===== config.mk =====
export PLATFORM = sky130hd
export DESIGN_NAME = afsk_slicer_clock_recovery_dcd
export DESIGN_NICKNAME = d
export VERILOG_FILES = /design/src/hw/rtl/afsk_pkg.sv /design/src/hw/rtl/afsk_slicer_clock_recovery_dcd.sv
export SDC_FILE = /design/constraint.sdc
export NUM_CORES = 2
export LEC_CHECK = 0
export ABC_AREA = 1
export BUFFER_PORTS_ARGS = -buffer_cell sky130_fd_sc_hd__buf_2
export CELL_PAD_IN_SITES_DETAIL_PLACEMENT = 0
export CELL_PAD_IN_SITES_GLOBAL_PLACEMENT = 1
export CORE_MARGIN = 4
export CORE_UTILIZATION = 35
export CTS_BUF_LIST = sky130_fd_sc_hd__clkbuf_2 sky130_fd_sc_hd__clkbuf_4 sky130_fd_sc_hd__clkbuf_8
export CTS_CLUSTER_DIAMETER = 150
export DETAILED_ROUTE_END_ITERATION = 10
export GPL_TIMING_DRIVEN = 0
export HOLD_SLACK_MARGIN = 0.02
export PLACE_DENSITY_LB_ADDON = 0.1
export SLEW_MARGIN = 0
export SYNTH_ARGS = -nofsm -noshare
export SYNTH_HDL_FRONTEND = slang
export SYNTH_SLANG_ARGS = --single-unit

===== constraint.sdc =====
create_clock -name i_clk -period 24.2 [get_ports i_clk]
set_clock_uncertainty 0.2 [all_clocks]
set_input_delay 0 -clock i_clk [delete_from_list [all_inputs] [get_ports i_clk]]
set_output_delay 0 -clock i_clk [all_outputs]
set_load 0.02 [all_outputs]

===== src/hw/rtl/afsk_pkg.sv =====
// ----------------------------------------------------------------------------
// afsk_pkg
// Shared types and constants for the AFSK slicer, clock recovery and DCD.
// ----------------------------------------------------------------------------
package afsk_pkg;

    localparam int LEVEL_BITS   = 24;
    localparam int FRAC_BITS    = 16;
    localparam int HISTORY_BITS = 32;

    localparam int COEF_BITS  = 24;
    localparam int IN_BITS    = LEVEL_BITS;
    localparam int NORM_BITS  = 15;
    localparam int PHASE_BITS = 32;
    localparam int STEP_BITS  = 31;
    localparam int CNT_BITS   = 6;

    localparam int DETECT_MARGIN = 3;
    localparam int LOCKED_SHIFT  = 3;
    localparam int SEARCH_SHIFT  = 2;

    localparam logic [PHASE_BITS-1:0] HALF_WINDOW_HI = 32'h3FFF_FFFF;
    localparam logic [PHASE_BITS-1:0] HALF_WINDOW_LO = 32'hC000_0000;

    // register indexes
    localparam logic [2:0] REG_ATTACK  = 3'd0;
    localparam logic [2:0] REG_DECAY   = 3'd1;
    localparam logic [2:0] REG_HYST    = 3'd2;
    localparam logic [2:0] REG_STEP    = 3'd3;
    localparam logic [2:0] REG_CAR_ON  = 3'd4;
    localparam logic [2:0] REG_CAR_OFF = 3'd5;

    localparam logic [COEF_BITS-1:0] ATTACK_RST  = 24'd31715;
    localparam logic [COEF_BITS-1:0] DECAY_RST   = 24'd635;
    localparam logic [NORM_BITS-1:0] HYST_RST    = 15'd33;
    localparam logic [STEP_BITS-1:0] STEP_RST    = 31'd390451572;
    localparam logic [CNT_BITS-1:0]  CAR_ON_RST  = 6'd30;
    localparam logic [CNT_BITS-1:0]  CAR_OFF_RST = 6'd2;

    typedef struct packed {
        logic [IN_BITS-1:0] mark_level;
        logic [IN_BITS-1:0] space_level;
    } t_in_word;

    typedef struct packed {
        logic data_bit;
        logic carrier_detect;
    } t_out_word;

endpackage


===== src/hw/rtl/afsk_slicer_clock_recovery_dcd.sv =====
// ----------------------------------------------------------------------------
// afsk_slicer_clock_recovery_dcd
// AFSK bit slicer with per-tone AGC, PLL clock recovery and carrier detect.
// ----------------------------------------------------------------------------
// Input channel: one word per decimated sample (mark and space tone levels),
//   taken when i_in_valid and o_in_ready are both high.
// Output channel: one word (data bit, carrier flag) on each phase wrap of the
//   recovery PLL; most input words produce no output word.
// Each input word keeps o_in_ready low from acceptance until the sequencer is
//   idle again: the four peak/valley trackers (ST_MHI, ST_MLO and ST_TRK each,
//   two passes of one shared multiplier), each tone normalization on one shared
//   restoring divider (setup plus 15 steps; setup only when the tone range is
//   empty or the value saturates), slicer and phase, carrier update and output
//   when a bit is due, and transition. A new word is taken only after the last
//   one is through. o_in_ready is high only while idle.
// The output word sits in a register; if it has not been taken when the
//   next one is due, the sequencer waits on it, holding o_in_ready low.
// Reset clears all tracker levels, the phase, histories and the carrier flag
//   and loads the default configuration. The user must write registers over the
//   APB-style port only while idle, unchecked by the block; pready is always high.
// ----------------------------------------------------------------------------
module afsk_slicer_clock_recovery_dcd
    import afsk_pkg::*;
(
    input  logic        i_clk,
    input  logic        i_rst_n,
    input  logic        i_in_valid,
    output logic        o_in_ready,
    input  t_in_word    i_in_word,
    output logic        o_out_valid,
    input  logic        i_out_ready,
    output t_out_word   o_out_word,
    input  logic        i_psel,
    input  logic        i_penable,
    input  logic        i_pwrite,
    input  logic [4:0]  i_paddr,
    input  logic [31:0] i_pwdata,
    output logic [31:0] o_prdata,
    output logic        o_pready
);

    localparam int LW  = LEVEL_BITS + FRAC_BITS;
    localparam int HW  = (LW > COEF_BITS) ? (LW - COEF_BITS) : 1;
    localparam int MW  = (HW > COEF_BITS) ? HW : COEF_BITS;
    localparam int CW  = $clog2(HISTORY_BITS + 1);

    localparam logic [3:0] ST_IDLE = 4'd0;
    localparam logic [3:0] ST_MHI  = 4'd1;
    localparam logic [3:0] ST_MLO  = 4'd2;
    localparam logic [3:0] ST_TRK  = 4'd3;
    localparam logic [3:0] ST_NSET = 4'd4;
    localparam logic [3:0] ST_NDIV = 4'd5;
    localparam logic [3:0] ST_PH   = 4'd6;
    localparam logic [3:0] ST_DET  = 4'd7;
    localparam logic [3:0] ST_CAR  = 4'd8;
    localparam logic [3:0] ST_TRN  = 4'd9;

    function automatic logic [CW-1:0] f_pop(input logic [HISTORY_BITS-1:0] v);
        logic [CW-1:0] n;
        n = '0;
        for (int i = 0; i < HISTORY_BITS; i++) begin
            n = n + CW'(v[i]);
        end
        return n;
    endfunction

    // configuration
    logic [COEF_BITS-1:0] r_attack, r_decay;
    logic [NORM_BITS-1:0] r_hyst;
    logic [STEP_BITS-1:0] r_step;
    logic [CNT_BITS-1:0]  r_car_on, r_car_off;

    // state
    logic [3:0]              r_state;
    logic [1:0]              r_idx;
    logic                    r_side;
    logic [3:0]              r_cnt;
    logic [LW-1:0]           r_xm, r_xs;
    logic [LW-1:0]           r_mh, r_ml, r_sh, r_sl;
    logic [LW-1:0]           r_acc;
    logic [2*COEF_BITS-1:0]  r_prod;
    logic [LW+1:0]           r_rem;
    logic [LW:0]             r_den;
    logic                    r_neg;
    logic [NORM_BITS-1:0]    r_q;
    logic signed [15:0]      r_nm, r_ns;
    logic                    r_sym, r_prev_sym;
    logic [PHASE_BITS-1:0]   r_phase;
    logic                    r_good_p, r_bad_p;
    logic [HISTORY_BITS-1:0] r_good_h, r_bad_h, r_det_h;
    logic                    r_carrier;
    logic                    r_out_valid;
    t_out_word               r_out;

    logic cfg_wr;
    assign cfg_wr   = i_psel & i_penable & i_pwrite;
    assign o_pready = 1'b1;

    always_comb begin
        unique case (i_paddr[4:2])
            REG_ATTACK:  o_prdata = 32'(r_attack);
            REG_DECAY:   o_prdata = 32'(r_decay);
            REG_HYST:    o_prdata = 32'(r_hyst);
            REG_STEP:    o_prdata = 32'(r_step);
            REG_CAR_ON:  o_prdata = 32'(r_car_on);
            REG_CAR_OFF: o_prdata = 32'(r_car_off);
            default:     o_prdata = '0;
        endcase
    end

    always_ff @(posedge i_clk) begin
        if (!i_rst_n) begin
            r_attack  <= ATTACK_RST;
            r_decay   <= DECAY_RST;
            r_hyst    <= HYST_RST;
            r_step    <= STEP_RST;
            r_car_on  <= CAR_ON_RST;
            r_car_off <= CAR_OFF_RST;
        end else if (cfg_wr) begin
            unique case (i_paddr[4:2])
                REG_ATTACK:  r_attack  <= i_pwdata[COEF_BITS-1:0];
                REG_DECAY:   r_decay   <= i_pwdata[COEF_BITS-1:0];
                REG_HYST:    r_hyst    <= i_pwdata[NORM_BITS-1:0];
                REG_STEP:    r_step    <= i_pwdata[STEP_BITS-1:0];
                REG_CAR_ON:  r_car_on  <= i_pwdata[CNT_BITS-1:0];
                REG_CAR_OFF: r_car_off <= i_pwdata[CNT_BITS-1:0];
                default: ;
            endcase
        end
    end

    // tracker operand selection
    logic [LW-1:0]           t_lvl, t_x, t_m, t_sc, t_new;
    logic                    t_up, t_out;
    logic [COEF_BITS-1:0]    t_coef;
    logic [LW+COEF_BITS-1:0] t_mext;
    logic [HW-1:0]           t_mhi;
    logic [MW-1:0]           t_mop;
    logic [MW+COEF_BITS-1:0] t_prd;

    always_comb begin
        unique case (r_idx)
            2'd0:    t_lvl = r_mh;
            2'd1:    t_lvl = r_ml;
            2'd2:    t_lvl = r_sh;
            default: t_lvl = r_sl;
        endcase
        t_x    = r_idx[1] ? r_xs : r_xm;
        t_out  = r_idx[0] ? (t_x < t_lvl) : (t_x > t_lvl);
        t_coef = t_out ? r_attack : r_decay;
        t_up   = (t_x >= t_lvl);
        t_m    = t_up ? (t_x - t_lvl) : (t_lvl - t_x);
        t_mext = (LW + COEF_BITS)'(t_m);
        t_mhi  = HW'(t_mext >> COEF_BITS);
        // high part in ST_MHI, low part in ST_MLO
        t_mop  = (r_state == ST_MLO) ? MW'(t_mext[COEF_BITS-1:0]) : MW'(t_mhi);
        t_prd  = (MW + COEF_BITS)'(t_mop) * (MW + COEF_BITS)'(t_coef);
        t_sc   = r_acc + LW'(r_prod >> COEF_BITS);
        t_new  = t_up ? (t_lvl + t_sc) : (t_lvl - t_sc);
    end

    // normalization setup
    logic [LW-1:0] s_hi, s_lo, s_x;
    logic [LW:0]   s_sum, s_x2, s_den, s_mag;
    logic          s_neg;

    always_comb begin
        s_hi  = r_side ? r_sh : r_mh;
        s_lo  = r_side ? r_sl : r_ml;
        s_x   = r_side ? r_xs : r_xm;
        s_sum = (LW + 1)'(s_hi) + (LW + 1)'(s_lo);
        s_x2  = {s_x, 1'b0};
        s_den = {s_hi - s_lo, 1'b0};
        s_neg = (s_x2 < s_sum);
        s_mag = s_neg ? (s_sum - s_x2) : (s_x2 - s_sum);
    end

    // divider step
    logic [LW+1:0]        d_sh;
    logic                 d_ge;
    logic [NORM_BITS-1:0] d_q;
    logic signed [15:0]   d_res;

    always_comb begin
        d_sh  = {r_rem[LW:0], 1'b0};
        d_ge  = (d_sh >= (LW + 2)'(r_den));
        d_q   = {r_q[NORM_BITS-2:0], d_ge};
        d_res = r_neg ? -$signed({1'b0, d_q}) : $signed({1'b0, d_q});
    end

    // slicer and phase
    logic signed [17:0]    p_d, p_h;
    logic [PHASE_BITS-1:0] p_pc;
    logic                  p_wrap;
    logic [CW-1:0]         p_pg, p_pb, p_score;
    logic                  p_det;
    logic                  p_inside;
    logic [PHASE_BITS-1:0] p_adj;

    always_comb begin
        p_d      = 18'(r_nm) - 18'(r_ns);
        p_h      = $signed(18'(r_hyst));
        p_pc     = r_phase + PHASE_BITS'(r_step);
        p_wrap   = p_pc[PHASE_BITS-1] & ~r_phase[PHASE_BITS-1] & (r_phase != '0);
        p_pg     = f_pop(r_good_h);
        p_pb     = f_pop(r_bad_h);
        p_det    = ((CW + 1)'(p_pg) >= (CW + 1)'(p_pb) + (CW + 1)'(DETECT_MARGIN));
        p_score  = f_pop(r_det_h);
        p_inside = r_phase[PHASE_BITS-1] ? (r_phase > HALF_WINDOW_LO)
                                         : (r_phase < HALF_WINDOW_HI);
        p_adj    = r_carrier ? PHASE_BITS'($signed(r_phase) >>> LOCKED_SHIFT)
                             : PHASE_BITS'($signed(r_phase) >>> SEARCH_SHIFT);
    end

    always_ff @(posedge i_clk) begin
        if (!i_rst_n) begin
            r_state     <= ST_IDLE;
            r_idx       <= '0;
            r_side      <= 1'b0;
            r_cnt       <= '0;
            r_mh        <= '0;
            r_ml        <= '0;
            r_sh        <= '0;
            r_sl        <= '0;
            r_sym       <= 1'b0;
            r_prev_sym  <= 1'b0;
            r_phase     <= '0;
            r_good_p    <= 1'b0;
            r_bad_p     <= 1'b0;
            r_good_h    <= '0;
            r_bad_h     <= '0;
            r_det_h     <= '0;
            r_carrier   <= 1'b0;
            r_out_valid <= 1'b0;
        end else begin
            if (r_out_valid && i_out_ready && r_state != ST_CAR) begin
                r_out_valid <= 1'b0;
            end
            unique case (r_state)
                ST_IDLE: begin
                    if (i_in_valid) begin
                        r_xm    <= {LEVEL_BITS'(i_in_word.mark_level), {FRAC_BITS{1'b0}}};
                        r_xs    <= {LEVEL_BITS'(i_in_word.space_level), {FRAC_BITS{1'b0}}};
                        r_idx   <= '0;
                        r_state <= ST_MHI;
                    end
                end
                ST_MHI: begin
                    r_acc   <= LW'(t_prd);
                    r_state <= ST_MLO;
                end
                ST_MLO: begin
                    r_prod  <= (2 * COEF_BITS)'(t_prd);
                    r_state <= ST_TRK;
                end
                ST_TRK: begin
                    unique case (r_idx)
                        2'd0:    r_mh <= t_new;
                        2'd1:    r_ml <= t_new;
                        2'd2:    r_sh <= t_new;
                        default: r_sl <= t_new;
                    endcase
                    r_idx <= r_idx + 2'd1;
                    if (r_idx == 2'd3) begin
                        r_side  <= 1'b0;
                        r_state <= ST_NSET;
                    end else begin
                        r_state <= ST_MHI;
                    end
                end
                ST_NSET: begin
                    r_neg <= s_neg;
                    r_den <= s_den;
                    r_rem <= (LW + 2)'(s_mag);
                    r_q   <= '0;
                    r_cnt <= '0;
                    if (s_hi <= s_lo || s_mag >= s_den) begin
                        if (r_side) begin
                            r_ns    <= (s_hi <= s_lo) ? 16'sh0000
                                                      : (s_neg ? 16'sh8000 : 16'sh7FFF);
                            r_state <= ST_PH;
                        end else begin
                            r_nm    <= (s_hi <= s_lo) ? 16'sh0000
                                                      : (s_neg ? 16'sh8000 : 16'sh7FFF);
                            r_side  <= 1'b1;
                        end
                    end else begin
                        r_state <= ST_NDIV;
                    end
                end
                ST_NDIV: begin
                    r_rem <= d_ge ? (d_sh - (LW + 2)'(r_den)) : d_sh;
                    r_q   <= d_q;
                    r_cnt <= r_cnt + 4'd1;
                    if (r_cnt == 4'(NORM_BITS - 1)) begin
                        if (r_side) begin
                            r_ns    <= d_res;
                            r_state <= ST_PH;
                        end else begin
                            r_nm    <= d_res;
                            r_side  <= 1'b1;
                            r_state <= ST_NSET;
                        end
                    end
                end
                ST_PH: begin
                    r_prev_sym <= r_sym;
                    if (p_d > p_h) begin
                        r_sym <= 1'b1;
                    end else if (-p_d > p_h) begin
                        r_sym <= 1'b0;
                    end
                    r_phase <= p_pc;
                    if (p_wrap) begin
                        r_good_h <= {r_good_h[HISTORY_BITS-2:0], r_good_p};
                        r_bad_h  <= {r_bad_h[HISTORY_BITS-2:0], r_bad_p};
                        r_good_p <= 1'b0;
                        r_bad_p  <= 1'b0;
                        r_state  <= ST_DET;
                    end else begin
                        r_state  <= ST_TRN;
                    end
                end
                ST_DET: begin
                    r_det_h <= {r_det_h[HISTORY_BITS-2:0], p_det};
                    r_state <= ST_CAR;
                end
                ST_CAR: begin
                    if (!r_out_valid || i_out_ready) begin
                        if (!r_carrier && (CW + 1)'(p_score) > (CW + 1)'(r_car_on)) begin
                            r_carrier                <= 1'b1;
                            r_out.carrier_detect     <= 1'b1;
                            r_out.data_bit           <= r_sym;
                        end else if (r_carrier &&
                                     (CW + 1)'(p_score) < (CW + 1)'(r_car_off)) begin
                            r_carrier                <= 1'b0;
                            r_out.carrier_detect     <= 1'b0;
                            r_out.data_bit           <= 1'b1;
                        end else begin
                            r_out.carrier_detect     <= r_carrier;
                            r_out.data_bit           <= r_carrier ? r_sym : 1'b1;
                        end
                        r_out_valid <= 1'b1;
                        r_state     <= ST_TRN;
                    end
                end
                ST_TRN: begin
                    if (r_sym != r_prev_sym) begin
                        if (p_inside) begin
                            r_good_p <= 1'b1;
                        end else begin
                            r_bad_p  <= 1'b1;
                        end
                        r_phase <= r_phase - p_adj;
                    end
                    r_state <= ST_IDLE;
                end
                default: r_state <= ST_IDLE;
            endcase
        end
    end

    assign o_in_ready  = (r_state == ST_IDLE);
    assign o_out_valid = r_out_valid;
    assign o_out_word  = r_out;

endmodule

==> flow_results.org <==
** Status
- Result of the run :: complete, no violations

** Synth
- Gate count after technology mapping :: 10100
- After synthesis, flip-flops and latches occupy 21.1% of the total area.
- FF+latch count, synth :: 653
- During synthesis, Yosys emitted a total of 0 warnings.
- Dominant combinational cell family by area after synthesis :: adder cells
- Share of flip-flops with an asynchronous set or reset :: 0%
- Sorting the synthesized cells by how often they occur yields 2037 x sky130_fd_sc_hd__inv_1, 1743 x sky130_fd_sc_hd__nand2_1, 913 x sky130_fd_sc_hd__nor2_1, 867 x sky130_fd_sc_hd__a21oi_1, 791 x sky130_fd_sc_hd__o21ai_0.
- Primary flip-flop cell chosen by synthesis mapping :: sky130_fd_sc_hd__dfxtp_1
- Post-synthesis instance area :: 0.0733 mm^2
- Summing the areas of all and, or, nand and nor instances in the mapped netlist gives 18.2% of the synthesized area.
- Fraction of synthesized cell area taken by the top area cell type :: 15.4%
- The synthesized netlist devotes 4.12% of its cell area to XOR and XNOR gates.
- Compound-cell area share of the yosys netlist :: 17.0%
- Arithmetic-cell share of the synthesized area counting full adders, half adders and majority gates :: 26.4%
- Cell taking the most area after synthesis :: sky130_fd_sc_hd__fa_1
- Ranked by total cell area, the synthesized netlist is headed by sky130_fd_sc_hd__fa_1 15%, sky130_fd_sc_hd__dfxtp_1 11%, sky130_fd_sc_hd__ha_1 11%, sky130_fd_sc_hd__inv_1 10%, sky130_fd_sc_hd__edfxtp_1 9.9%.
- Of the post-synthesis cell area, the part taken by muxes is 0.0955%.
- Post-Syn Nets :: 11400
- Yosys mapped a number of flops with a built-in enable equal to 242.
- Yosys cell types :: 74
- Average size of a mapped cell :: 7.24 um^2
- Library cell with the highest instance count after synthesis :: sky130_fd_sc_hd__inv_1

** GRT
- The number of antenna violations at the first check in global routing was 10.
- The first global-routing pass estimated 458 mm of wire.
- For this run, the total global-route usage over all layers was measured as 28.2%.
- Number of global-route vias before repair :: 69400
- Summed over all layers, the global routing overflow is 0.
- Maximum number of pins on one net before global-route repair :: 32

** STA
- Final hold violation count :: 0
- Achievable frequency :: 69.6 MHz
- Worst Tran Pin Value :: 1420 ps
- The final number of max-transition violations came to 0.
- After layout, the worst path uses 59.3% of the clock period.
- Setup violations remaining at the end of the flow were counted as 0.
- In this run the tightest slew margin relative to its limit is 5.05%.
- The smallest clock period supported by the final layout is computed as 14360 ps.
- Setup repair after global routing missed its margin :: false
- In the final timing run, aggregate negative setup slack is 0 ps.

** Critical path
- The worst setup path is captured at a flip-flop.
- Critical Path Slowest Stage Cell :: sky130_fd_sc_hd__o21ai_1
- Peak per-stage delay on the critical path :: 1000 ps
- The setup path with the least slack is of type reg2reg.
- Along the worst path, the maximum fanout reaches 10.
- Critical Path Most Common Cell :: sky130_fd_sc_hd__inv_1
- STA classifies the critical path startpoint as a flip-flop.
- Critical path required time :: 24610 ps
- For the worst setup path, the data arrival time is 14770 ps.

** Placed design
- Final Wtd Congestion :: 0.958
- Cell area reported after detailed placement :: 0.0776 mm^2
- Number of cells in the design after placement :: 13100
- Summed over all nets, the half-perimeter wirelength after detailed placement is 260 mm.
- During placement, the flow inserted port buffers numbering 123.

** CTS
- Number of buffers added for setup after CTS :: 0
- In this run, post-CTS repair resized a total of 0 instances.
- TritonCTS Buffers :: 131
- The clock reaches the later pin of the worst-skew pair after 900 ps.
- The H-tree generated during clock tree synthesis spans 4 levels.
- The longest clock path from root to sink contains 3 buffers.
- After clock tree synthesis, the clock-pin slew on the worst setup and hold paths is 60 ps.
- Root Driver :: sky130_fd_sc_hd__clkbuf_8
- TritonCTS built the clock tree.
- Total clock sinks :: 653
- For this design, the CTS-stage hold fixing added 178 buffers.

** Final layout
- Layout-stage area growth over the synthesis result :: 11.9%
- Final cell count without fillers :: 13500
- Share of cells above drive strength 1 :: 5.89%
- In the final design database the tool counted 11900 nets.
- The finished cells cover 0.0821 mm^2.

** Die
- During I/O placement, the number of pins put on the boundary was 129.
- Starting density of the core :: 35.3%
- Placement Rows :: 167
- The floorplan step set the die width to 466 um.
- The die is 466 um tall.
- Full die area :: 0.217 mm^2
- Core area :: 0.208 mm^2

** Detailed routing
- Wire length reported by the detailed router :: 311 mm
- Once detail routing completed, the nets flagged for antenna violations numbered 0.
- Post-route DRC violation count :: 0
- First-pass DRT Iterations :: 8
- Total number of vias :: 68900
- After detailed routing, the average wire length per cell comes to 23.1 um.
- The detailed router finished its first iteration with 5454 violations.
- Using the TritonRoute via totals, the vias-per-cell ratio works out to 5.12.

** Worst hold path
- The tightest min-delay check is of the in2reg type.

** Flow run
- Across the run, the number of max-cap violations was 0.
[worst paths after layout]
check	start	endpoint	slack, ps	depth (start not counted)
setup / recovery	r_idx[1]	r_prod[47]	9840	47
hold / removal	i_in_word[25]	r_xm[17]	160	3
setup reg to reg	r_idx[1]	r_prod[47]	9840	47
hold reg to reg	r_cnt[3]	r_cnt[3]	260	1
[metal layers]
metal  vias to the layer above  share of wire, %  global-route usage [%]
met5                         -            0.0042                       0
met4                         2               3.5                    9.01
met3                       393               5.1                    3.55
met2                      1830                46                    46.7
met1                     33400                45                    38.3
li1                      33300                 -                       -
[sequential cells by signal, indices dropped and copies added, names as in the netlist, 31 cells and up]
register / flops
r_mh: 40
r_sh: 40
r_step: 31
r_sl: 40
r_den: 40
r_rem: 41
r_good_h: 32
r_phase: 32
r_acc: 40
r_det_h: 32
r_ml: 40
r_bad_h: 32
[layout make-up]
| class | count | area [um^2] |
|---|---|---|
| antenna | 5 | 12.5 |
| buffer | 354 | 1730 |
| clock buffer | 196 | 2450 |
| clock inverter | 29 | 203 |
| fill | 22100 | 126000 |
| inverter | 2079 | 7810 |
| multi-input combinational | 7051 | 48400 |
| sequential | 653 | 15500 |
| tap | 2788 | 3490 |
| timing repair buffer | 316 | 2550 |
[worst max-delay path, delay by kind of cell, from the launching register on]
kind / cells / cell delay [ps]
DFF: 1 / 620
xor gates and xnor gates: 1 / 180
AOI/OAI and AO/OA: 14 / 4430
buffers and inverters: 17 / 3170
adders and majority gates: 10 / 4840
and+or+nand+nor: 5 / 630
[placed cells by master (no fill, tap or decap), drive strengths merged, types with 14 or more instances in the layout]
master       instances
edfxtp             242
ha                 645
nor4                37
o211ai              80
or2                 15
a21oi              869
inv               2077
o221ai              37
a211oi              14
clkinv              26
clkbuf             418
a31oi               62
nand2             1759
dfxtp              411
a221oi              16
a21boi              45
xor2               253
o21bai              43
nor2               942
nand3b              16
o21a                37
a21o                24
xnor2               90
o22ai               57
a22oi               17
o21ai              880
nor3                82
fa                 565
buf                270
nand3              330
dlygate4sd3        178
nand4               64
[stage by stage]
step | util [%] | hold WS (ps) | setup WS (ps)
6_report | 39.5 | 162 | 9840
5_1_grt | 39.5 | 119 | 9250
4_1_cts | 39.5 | 78.3 | 9960
3_5_place_dp | 37.4 | -21.3 | 10050
3_3_place_gp | 37.3 | -20.8 | 9960
2_1_floorplan | - | -101 | 14090
[cells by family after synthesis]
group | after synthesis
other | 2
xor gates and xnor gates | 343
buffers and inverters | 2433
and+or+nand+nor | 3264
AOI/OAI and AO/OA | 2225
adders and majority gates | 1210
muxes | 7
DFF | 653
Power is not shown: default switching activity piles up to over one toggle a cycle in this logic, so the estimate is an artifact.
